==> src/rtl/core/pcs_pkg.sv <==
// shared types, constants and helpers of the polyline convex splitter
package pcs_pkg;

  // fixed field widths
  localparam int IDX_W = 12;
  localparam int TOL_W = 32;
  localparam int CFG_W = 32;

  // configuration register indexes
  typedef enum logic [0:0] {
    CFG_CLOCKWISE = 1'b0,
    CFG_TURN_TOL  = 1'b1
  } pcs_cfg_e;

  // per item bookkeeping that travels with the arithmetic
  typedef struct packed {
    logic [IDX_W-1:0] idx;
    logic             last;
  } pcs_meta_t;

  // one convex set
  typedef struct packed {
    logic [IDX_W-1:0] first_idx;
    logic [IDX_W-1:0] final_idx;
    logic             last_set;
  } pcs_set_t;

  // status from the decision stage back to the top level
  typedef struct packed {
    logic ready;
    logic pend_valid;
    logic pend_last;
  } pcs_status_t;

  // index increment that stops at the saturation index
  function automatic logic [IDX_W-1:0] idx_inc(input logic [IDX_W-1:0] v,
                                               input logic [IDX_W-1:0] vmax);
    logic [IDX_W-1:0] r;
    if (v >= vmax) begin
      r = vmax;
    end else begin
      r = v + IDX_W'(1);
    end
    return r;
  endfunction

endpackage

==> src/rtl/core/pcs_edge.sv <==
// input stage: previous point, edge forming, point numbering
module pcs_edge import pcs_pkg::*; #(
  parameter int               COORD_BITS = 24,
  parameter logic [IDX_W-1:0] IDX_MAX    = 12'd4095
) (
  input  logic                         clk_i,
  input  logic                         rst_ni,
  input  logic                         load_i,
  input  logic                         accept_i,
  input  logic signed [COORD_BITS-1:0] point_x_i,
  input  logic signed [COORD_BITS-1:0] point_y_i,
  input  logic                         last_point_i,
  input  logic                         clockwise_i,
  output logic                         valid_o,
  output logic signed [COORD_BITS:0]   ex_o,
  output logic signed [COORD_BITS:0]   ey_o,
  output logic signed [COORD_BITS:0]   vx_o,
  output logic signed [COORD_BITS:0]   vy_o,
  output pcs_meta_t                    meta_o
);

  localparam int EW = COORD_BITS + 1;

  logic signed [COORD_BITS-1:0] prev_x_q, prev_y_q;
  logic signed [EW-1:0]         edge_x_q, edge_y_q;
  logic [IDX_W-1:0]             idx_q;
  logic                         valid_q;
  logic signed [EW-1:0]         ex_q, ey_q, vx_q, vy_q;
  pcs_meta_t                    meta_q;

  logic signed [EW-1:0] dx, dy, vx_d, vy_d;

  // new edge, exact, and its turn-sense version
  assign dx   = EW'(point_x_i) - EW'(prev_x_q);
  assign dy   = EW'(point_y_i) - EW'(prev_y_q);
  assign vx_d = clockwise_i ? -dx : dx;
  assign vy_d = clockwise_i ? -dy : dy;

  // running point state
  always_ff @(posedge clk_i or negedge rst_ni) begin
    if (!rst_ni) begin
      prev_x_q <= '0;
      prev_y_q <= '0;
      edge_x_q <= '0;
      edge_y_q <= '0;
      idx_q    <= '0;
    end else if (accept_i) begin
      prev_x_q <= point_x_i;
      prev_y_q <= point_y_i;
      edge_x_q <= dx;
      edge_y_q <= dy;
      idx_q    <= last_point_i ? '0 : idx_inc(idx_q, IDX_MAX);
    end
  end

  // stage valid
  always_ff @(posedge clk_i or negedge rst_ni) begin
    if (!rst_ni) begin
      valid_q <= 1'b0;
    end else if (load_i) begin
      valid_q <= accept_i;
    end
  end

  // stage payload
  always_ff @(posedge clk_i) begin
    if (accept_i) begin
      ex_q        <= edge_x_q;
      ey_q        <= edge_y_q;
      vx_q        <= vx_d;
      vy_q        <= vy_d;
      meta_q.idx  <= idx_q;
      meta_q.last <= last_point_i;
    end
  end

  assign valid_o = valid_q;
  assign ex_o    = ex_q;
  assign ey_o    = ey_q;
  assign vx_o    = vx_q;
  assign vy_o    = vy_q;
  assign meta_o  = meta_q;

endmodule

==> src/rtl/core/pcs_cross.sv <==
// product unit: the two terms of the cross product
module pcs_cross #(
  parameter int COORD_BITS = 24
) (
  input  logic signed [COORD_BITS:0]       ex_i,
  input  logic signed [COORD_BITS:0]       ey_i,
  input  logic signed [COORD_BITS:0]       vx_i,
  input  logic signed [COORD_BITS:0]       vy_i,
  output logic signed [2*COORD_BITS+1:0]   p1_o,
  output logic signed [2*COORD_BITS+1:0]   p2_o
);

  localparam int PW = 2 * (COORD_BITS + 1);

  // two independent exact products
  assign p1_o = PW'(ex_i) * PW'(vy_i);
  assign p2_o = PW'(ey_i) * PW'(vx_i);

endmodule

==> src/rtl/core/pcs_split.sv <==
// decision stage: turn test, open set tracking, held set and result register
module pcs_split import pcs_pkg::*; #(
  parameter int               COORD_BITS = 24,
  parameter logic [IDX_W-1:0] IDX_MAX    = 12'd4095
) (
  input  logic                           clk_i,
  input  logic                           rst_ni,
  input  logic                           valid_i,
  input  logic signed [2*COORD_BITS+1:0] p1_i,
  input  logic signed [2*COORD_BITS+1:0] p2_i,
  input  pcs_meta_t                      meta_i,
  input  logic [TOL_W-1:0]               turn_tol_i,
  input  logic                           out_stall_i,
  output pcs_status_t                    status_o,
  output logic                           out_valid_o,
  output pcs_set_t                       set_o
);

  localparam int PW = 2 * (COORD_BITS + 1);
  localparam int SW = (((PW + 1) > (TOL_W + 1)) ? (PW + 1) : (TOL_W + 1)) + 1;

  logic [IDX_W-1:0] cur_first_q, cur_first_d;
  logic [IDX_W-1:0] cur_final_q, cur_final_d;
  logic             pend_valid_q, pend_valid_d;
  pcs_set_t         pend_q, pend_d;
  logic             out_valid_q, out_valid_d;
  pcs_set_t         out_q, out_d;

  logic signed [SW-1:0] tol_ext, turn_sum;
  logic                 turn_ok, out_free, fire, has_turn, has_break;
  logic [IDX_W-1:0]     first_a, final_a;
  pcs_set_t             brk_set, last_set;

  // exact turn test: p1 - p2 + tolerance > 0
  assign tol_ext  = $signed({{(SW-TOL_W){1'b0}}, turn_tol_i});
  assign turn_sum = SW'(p1_i) - SW'(p2_i) + tol_ext;
  assign turn_ok  = !turn_sum[SW-1] && (turn_sum != '0);

  assign out_free  = !out_valid_q || !out_stall_i;
  assign fire      = valid_i && out_free;
  assign has_turn  = meta_i.idx >= IDX_W'(2);
  assign has_break = has_turn && !turn_ok;

  // open set after the turn test
  always_comb begin
    first_a = cur_first_q;
    final_a = cur_final_q;
    if (has_turn) begin
      if (turn_ok) begin
        final_a = meta_i.idx;
      end else begin
        first_a = cur_final_q;
        final_a = idx_inc(cur_final_q, IDX_MAX);
      end
    end
  end

  // sets this item can close
  assign brk_set.first_idx  = cur_first_q;
  assign brk_set.final_idx  = cur_final_q;
  assign brk_set.last_set   = 1'b0;
  assign last_set.first_idx = first_a;
  assign last_set.final_idx = (meta_i.idx == '0) ? '0 : final_a;
  assign last_set.last_set  = 1'b1;

  // pick the oldest set for output, keep the next one
  always_comb begin
    cur_first_d  = cur_first_q;
    cur_final_d  = cur_final_q;
    pend_valid_d = pend_valid_q;
    pend_d       = pend_q;
    out_valid_d  = out_valid_q;
    out_d        = out_q;
    if (out_free) begin
      out_valid_d = 1'b0;
    end
    if (fire) begin
      if (meta_i.last) begin
        cur_first_d = '0;
        cur_final_d = IDX_W'(1);
      end else begin
        cur_first_d = first_a;
        cur_final_d = final_a;
      end
      pend_valid_d = 1'b0;
      priority if (pend_valid_q) begin
        out_valid_d  = 1'b1;
        out_d        = pend_q;
        pend_valid_d = has_break || meta_i.last;
        pend_d       = has_break ? brk_set : last_set;
      end else if (has_break) begin
        out_valid_d  = 1'b1;
        out_d        = brk_set;
        pend_valid_d = meta_i.last;
        pend_d       = last_set;
      end else if (meta_i.last) begin
        out_valid_d  = 1'b1;
        out_d        = last_set;
      end
    end
  end

  // control state
  always_ff @(posedge clk_i or negedge rst_ni) begin
    if (!rst_ni) begin
      cur_first_q  <= '0;
      cur_final_q  <= IDX_W'(1);
      pend_valid_q <= 1'b0;
      out_valid_q  <= 1'b0;
    end else begin
      cur_first_q  <= cur_first_d;
      cur_final_q  <= cur_final_d;
      pend_valid_q <= pend_valid_d;
      out_valid_q  <= out_valid_d;
    end
  end

  // held set and result payload
  always_ff @(posedge clk_i) begin
    pend_q <= pend_d;
    out_q  <= out_d;
  end

  assign status_o.ready      = out_free;
  assign status_o.pend_valid = pend_valid_q;
  assign status_o.pend_last  = pend_q.last_set;
  assign out_valid_o         = out_valid_q;
  assign set_o               = out_q;

endmodule

==> src/rtl/core/polyline_convex_splitter.sv <==
// polyline convex splitter: from accepting a point to its set on the output, the point
// passes the input register, then cross product and turn test into the result register
// throughput one point per cycle; a stalled result holds the input register
// a set held back when two close on the last point leaves with the next point
// reset: asynchronous active low, clears pipeline, open set 0..1, clockwise 0,
// turn tolerance 43
module polyline_convex_splitter import pcs_pkg::*; #(
  parameter int MAX_POINTS = 4096,
  parameter int COORD_BITS = 24
) (
  input  logic                         clk_i,
  input  logic                         rst_ni,
  input  logic                         cfg_we_i,
  input  logic [0:0]                   cfg_idx_i,
  input  logic [CFG_W-1:0]             cfg_data_i,
  input  logic                         in_valid_i,
  output logic                         in_stall_o,
  input  logic signed [COORD_BITS-1:0] point_x_i,
  input  logic signed [COORD_BITS-1:0] point_y_i,
  input  logic                         last_point_i,
  output logic                         out_valid_o,
  input  logic                         out_stall_i,
  output logic [IDX_W-1:0]             set_first_o,
  output logic [IDX_W-1:0]             set_final_o,
  output logic                         last_set_o
);

  localparam int               IdxMaxInt = ((MAX_POINTS - 1) < 4095) ? (MAX_POINTS - 1) : 4095;
  localparam logic [IDX_W-1:0] IdxMax    = IDX_W'(IdxMaxInt);
  localparam int               EW        = COORD_BITS + 1;
  localparam int               PW        = 2 * EW;

  logic             clockwise_q;
  logic [TOL_W-1:0] turn_tol_q;

  logic                 s1_valid, s1_load, accept;
  logic signed [EW-1:0] ex, ey, vx, vy;
  pcs_meta_t            s1_meta;
  logic signed [PW-1:0] p1, p2;
  pcs_status_t          status;
  pcs_set_t             set_out;

  // configuration registers
  always_ff @(posedge clk_i or negedge rst_ni) begin
    if (!rst_ni) begin
      clockwise_q <= 1'b0;
      turn_tol_q  <= TOL_W'(43);
    end else if (cfg_we_i) begin
      unique case (pcs_cfg_e'(cfg_idx_i))
        CFG_CLOCKWISE: clockwise_q <= cfg_data_i[0];
        CFG_TURN_TOL:  turn_tol_q  <= cfg_data_i[TOL_W-1:0];
        default:       clockwise_q <= clockwise_q;
      endcase
    end
  end

  // input register loads when empty or when its item moves on
  assign s1_load    = !s1_valid || status.ready;
  assign accept     = in_valid_i && s1_load;
  assign in_stall_o = !s1_load;

  pcs_edge #(
    .COORD_BITS (COORD_BITS),
    .IDX_MAX    (IdxMax)
  ) u_edge (
    .clk_i        (clk_i),
    .rst_ni       (rst_ni),
    .load_i       (s1_load),
    .accept_i     (accept),
    .point_x_i    (point_x_i),
    .point_y_i    (point_y_i),
    .last_point_i (last_point_i),
    .clockwise_i  (clockwise_q),
    .valid_o      (s1_valid),
    .ex_o         (ex),
    .ey_o         (ey),
    .vx_o         (vx),
    .vy_o         (vy),
    .meta_o       (s1_meta)
  );

  pcs_cross #(
    .COORD_BITS (COORD_BITS)
  ) u_cross (
    .ex_i (ex),
    .ey_i (ey),
    .vx_i (vx),
    .vy_i (vy),
    .p1_o (p1),
    .p2_o (p2)
  );

  pcs_split #(
    .COORD_BITS (COORD_BITS),
    .IDX_MAX    (IdxMax)
  ) u_split (
    .clk_i       (clk_i),
    .rst_ni      (rst_ni),
    .valid_i     (s1_valid),
    .p1_i        (p1),
    .p2_i        (p2),
    .meta_i      (s1_meta),
    .turn_tol_i  (turn_tol_q),
    .out_stall_i (out_stall_i),
    .status_o    (status),
    .out_valid_o (out_valid_o),
    .set_o       (set_out)
  );

  assign set_first_o = set_out.first_idx;
  assign set_final_o = set_out.final_idx;
  assign last_set_o  = set_out.last_set;

  // back pressure on the input comes only from a stalled result
  assert property (@(posedge clk_i) disable iff (!rst_ni)
    in_stall_o |-> (out_valid_o && out_stall_i))
    else $error("input stalled without a stalled result");

  // a set never ends before it starts
  assert property (@(posedge clk_i) disable iff (!rst_ni)
    out_valid_o |-> (set_first_o <= set_final_o))
    else $error("set ends before its first point");

  // a held set appears only with an inner break set and is always the final set
  assert property (@(posedge clk_i) disable iff (!rst_ni)
    $rose(status.pend_valid) |-> (out_valid_o && !last_set_o && status.pend_last))
    else $error("held set without a break on the last point");

endmodule
==> config.mk <==
export PLATFORM = sky130hd
export DESIGN_NAME = polyline_convex_splitter
export DESIGN_NICKNAME = d
export VERILOG_FILES = /design/src/rtl/core/pcs_pkg.sv /design/src/rtl/core/pcs_edge.sv /design/src/rtl/core/pcs_cross.sv /design/src/rtl/core/pcs_split.sv /design/src/rtl/core/polyline_convex_splitter.sv
export SDC_FILE = /design/constraint.sdc
export NUM_CORES = 2
export LEC_CHECK = 0
export BUFFER_PORTS_ARGS = -buffer_cell sky130_fd_sc_hd__buf_2
export CAP_MARGIN = 20
export CORE_UTILIZATION = 35
export CTS_CLUSTER_DIAMETER = 100
export CTS_CLUSTER_SIZE = 10
export DETAILED_ROUTE_END_ITERATION = 8
export SYNTH_ARGS = -nofsm -noshare
export SYNTH_HDL_FRONTEND = slang
export SYNTH_SLANG_ARGS = --single-unit
==> constraint.sdc <==
create_clock -name clk_i -period 13.95 [get_ports clk_i]
set_input_delay 1.395 -clock clk_i [delete_from_list [all_inputs] [get_ports clk_i]]
set_output_delay 1.395 -clock clk_i [all_outputs]
set_load 0.1 [all_outputs]
==> impl_results.md <==
- Status: finished clean
- Setup TNS: 0 ps
- Synthesized area: 0.0658 mm2
- Most frequent cells after synthesis: 1,577 x inv_1, 1,456 x fa_1, 861 x nand2_1
- Core area: 0.186 mm2
- Top_reg_cell synth: dfrtp_1
- Clk pin slew, worst setup/hold paths: 70 ps
- Post-synth EDFFs: 163
- Sequential share of the synthesized area: 13.9%
- Setup crit end kind: register
- DRT Wirelength: 191 mm
- Initial antenna violation count: 9
- Drt wl/cell: 20.6 um
- Crit-path slowest cell: edfxtp_1
- Max incr delay on CP: 1090 ps
- Final Cycle Share: 94.9%
- Post-route ant nets: 0
- WP data required: 14,480 ps
- Max-slew headroom: 20.2%
- Synth Instances: 6,822
- Hold Path End: u_edge.ey_o[8]
- Largest net degree at the start of global routing: 127
- Hold path depth: 0
- Maximum clock rate: 75.6 MHz
- First-pass DRT Iterations: 6
- Yosys top cell area share: 44.3%
- DRT iter0 DRCs: 2,962
- Flop2flop setup slack: 710 ps
- Worst-Margin Slew: 1200 ps
- GRT Util Overall: 20.5%
- Crit-path max FO: 15
- RSZ-0062 raised after global routing: false
- Synth Area per Inst: 9.65 um2
- Area fraction in and, or, nand and nor cells after synthesis: 14.8%
- Die width: 436 um
- Startpoint Class: register
- Die H: 436 um
- Skew-Pair Late Insertion Delay: 620 ps
- Vias: 46,100
- Clock sinks: 333
- Htree depth: 2
- Root buffer cell: clkbuf_16
- Post-synthesis cell type count: 92
- Vias in the first global route: 50,800
- Layout cells sized above 1: 5.25%
- Via density: 4.96
- Hold Fails Final Rpt: 0
- Reg2reg end: u_split.cur_first_q[6]
- PostCTS Resize Cnt: 0
- Hold_sp: u_edge.edge_y_q[8]
- WS Path Type: register to register
- Max Cap Violations: 0
- Largest family of logic cells by synthesized area: adder cells
- Global-route wire length before repair: 299 mm
- IO Port Bufs: 113
- Cell Rows: 158
- Synth Register Bits: 333
- Num CTS Buffers: 40
- Die area: 0.190 mm2
- Hold-fix buffers, CTS: 0
- Remaining DRCs: 0
- Final Slew Violations: 0
- Multiplexer share of the synthesized area: 1.08%
- Ports: 114
- Postcts setup bufs: 0
- Post-synth top area cell: fa_1
- Count leader, synth: inv_1
- Gpl congestion: 0.917
- Ranking of synthesized cells by area: fa_1 44%, inv_1 9.0%, edfxtp_1 7.4%
- Crit Reg-Reg Startpoint: u_edge.ey_o[7]
- P&R area growth vs syn: 7.30%
- Ys async rst share: 51.1%
- Hold Path Class: register to register
- Min Tclk post-route: 13,240 ps
- Initial Util: 35.4%
- Final setup vio count: 0
- Grt ovf: 0
- Count of yosys warnings during synthesis: 0
- Data arrival time of the worst path: 13,760 ps
- Synth Area in Adders: 51.0%
- Detailed placement HPWL: 160 mm
- # nets final: 8,681
- Worst path most repeated cell: fa_1
- Post-Syn Nets: 8,719
- CTS tree: yes
- Compound-gate portion of the synthesized area: 6.06%
- Xor/xnor share of the synthesized area: 2.45%
- FF-to-FF path depth: 41
- Max clock buf depth: 3
- Post-route clock skew: 49.8 ps
[cells in the final DEF, fill, tap and decap left out, drive strengths merged, types with 28 or more instances in the layout]
master  synthesis  layout
inv          1578    1579
nand3          48      48
buf            27     208
nor2          122     122
dfrtp         165     165
and2          679     679
nor2b          60      60
mux2           58      58
a21o           55      55
o31ai          31      31
o21ai         170     170
nand2         862     862
ha            354     354
nor3           31      31
clkbuf        262      66
nand4          28      28
a21oi         159     159
edfxtp        163     163
xor2           49      49
xnor2         134     134
fa           1456    1456
[cell type report]
class / count / area [um2]
fill: 18500 / 115000
multi-input combinational: 4621 / 49600
sequential: 333 / 9160
inverter: 1579 / 5930
tap: 2480 / 3100
timing repair buffer: 209 / 1580
clock buffer: 65 / 1120
clock inverter: 6 / 95.1
antenna: 7 / 17.5
[kinds of logic (layout without fill, tap and decap cells)]
kind of cell,count (synthesis),after routing
mux,64,64
simple gates,1948,1948
other cells,0,7
buf+inv,1868,1859
fa+ha+maj,1810,1810
flops,333,333
compound gates,616,616
xor+xnor,183,183
[state kept, by name, summed over array words and instances (netlist names)]
register	flops
u_edge.prev_x_q	24
u_edge.vy_o	25
u_split.cur_first_q	12
u_split.cur_final_q	12
u_edge.meta_o	13
u_edge.prev_y_q	24
u_edge.ex_o	25
u_edge.valid_o	1
u_split.set_o	25
u_split.out_valid_o	1
u_edge.edge_x_q	25
u_edge.edge_y_q	25
u_split.pend_valid_q	1
u_split.pend_q	24
u_edge.idx_q	12
u_edge.vx_o	25
clockwise_q	1
turn_tol_q	32
u_split.status_o	1
u_edge.ey_o	25
[through the flow]
| step | std cells | setup slack, ps | hold WS, ps | cell area (um2) | utilization [%] |
|---|---|---|---|---|---|
| finish | 9300 | 714 | 423 | 70600 | 38.0 |
| global route | 9296 | 115 | 420 | 70600 | 38.0 |
| CTS | 9286 | 804 | 420 | 70400 | 37.9 |
| detailed placement | 9215 | 894 | 435 | 69200 | 37.2 |
| global placement | 9208 | 1130 | 430 | 69000 | 37.1 |
| floorplan | 6822 | 1910 | 425 | 65800 | - |
[how the worst max path moves through the flow]
stage | from | slack (ps) | depth (start not counted) | end
after detailed placement | u_edge.ey_o[7] | 890 | 41 | u_split.cur_first_q[7]
after global routing | u_edge.ey_o[7] | 120 | 41 | u_split.cur_first_q[6]
final | u_edge.ey_o[7] | 710 | 41 | u_split.cur_first_q[6]
after CTS | u_edge.ey_o[7] | 800 | 41 | u_split.cur_first_q[6]
after global placement | u_edge.ey_o[7] | 1130 | 42 | u_split.pend_q[13]
after floorplan | u_edge.ey_o[24] | 1910 | 40 | u_split.pend_q[10]
[critical path: cells and delay by family, from the launching register on]
kind	cells	cell delay, ps
adders and majority gates	11	4950
AOI/OAI and AO/OA	14	4370
and+or+nand+nor	9	1620
DFF	1	1090
buffers and inverters	6	800
xor gates and xnor gates	1	260
[routing by layer]
metal | up-vias | wire length [um] | track usage [%]
li1 | 20300 | - | -
met3 | 290 | 9480 | 1.98
met4 | 4 | 8780 | 8.10
met5 | - | 23 | 0
met1 | 24100 | 76400 | 25.7
met2 | 1329 | 96600 | 36.1
Power is not shown: default switching activity piles up to over one toggle a cycle in this logic, so the estimate is an artifact.
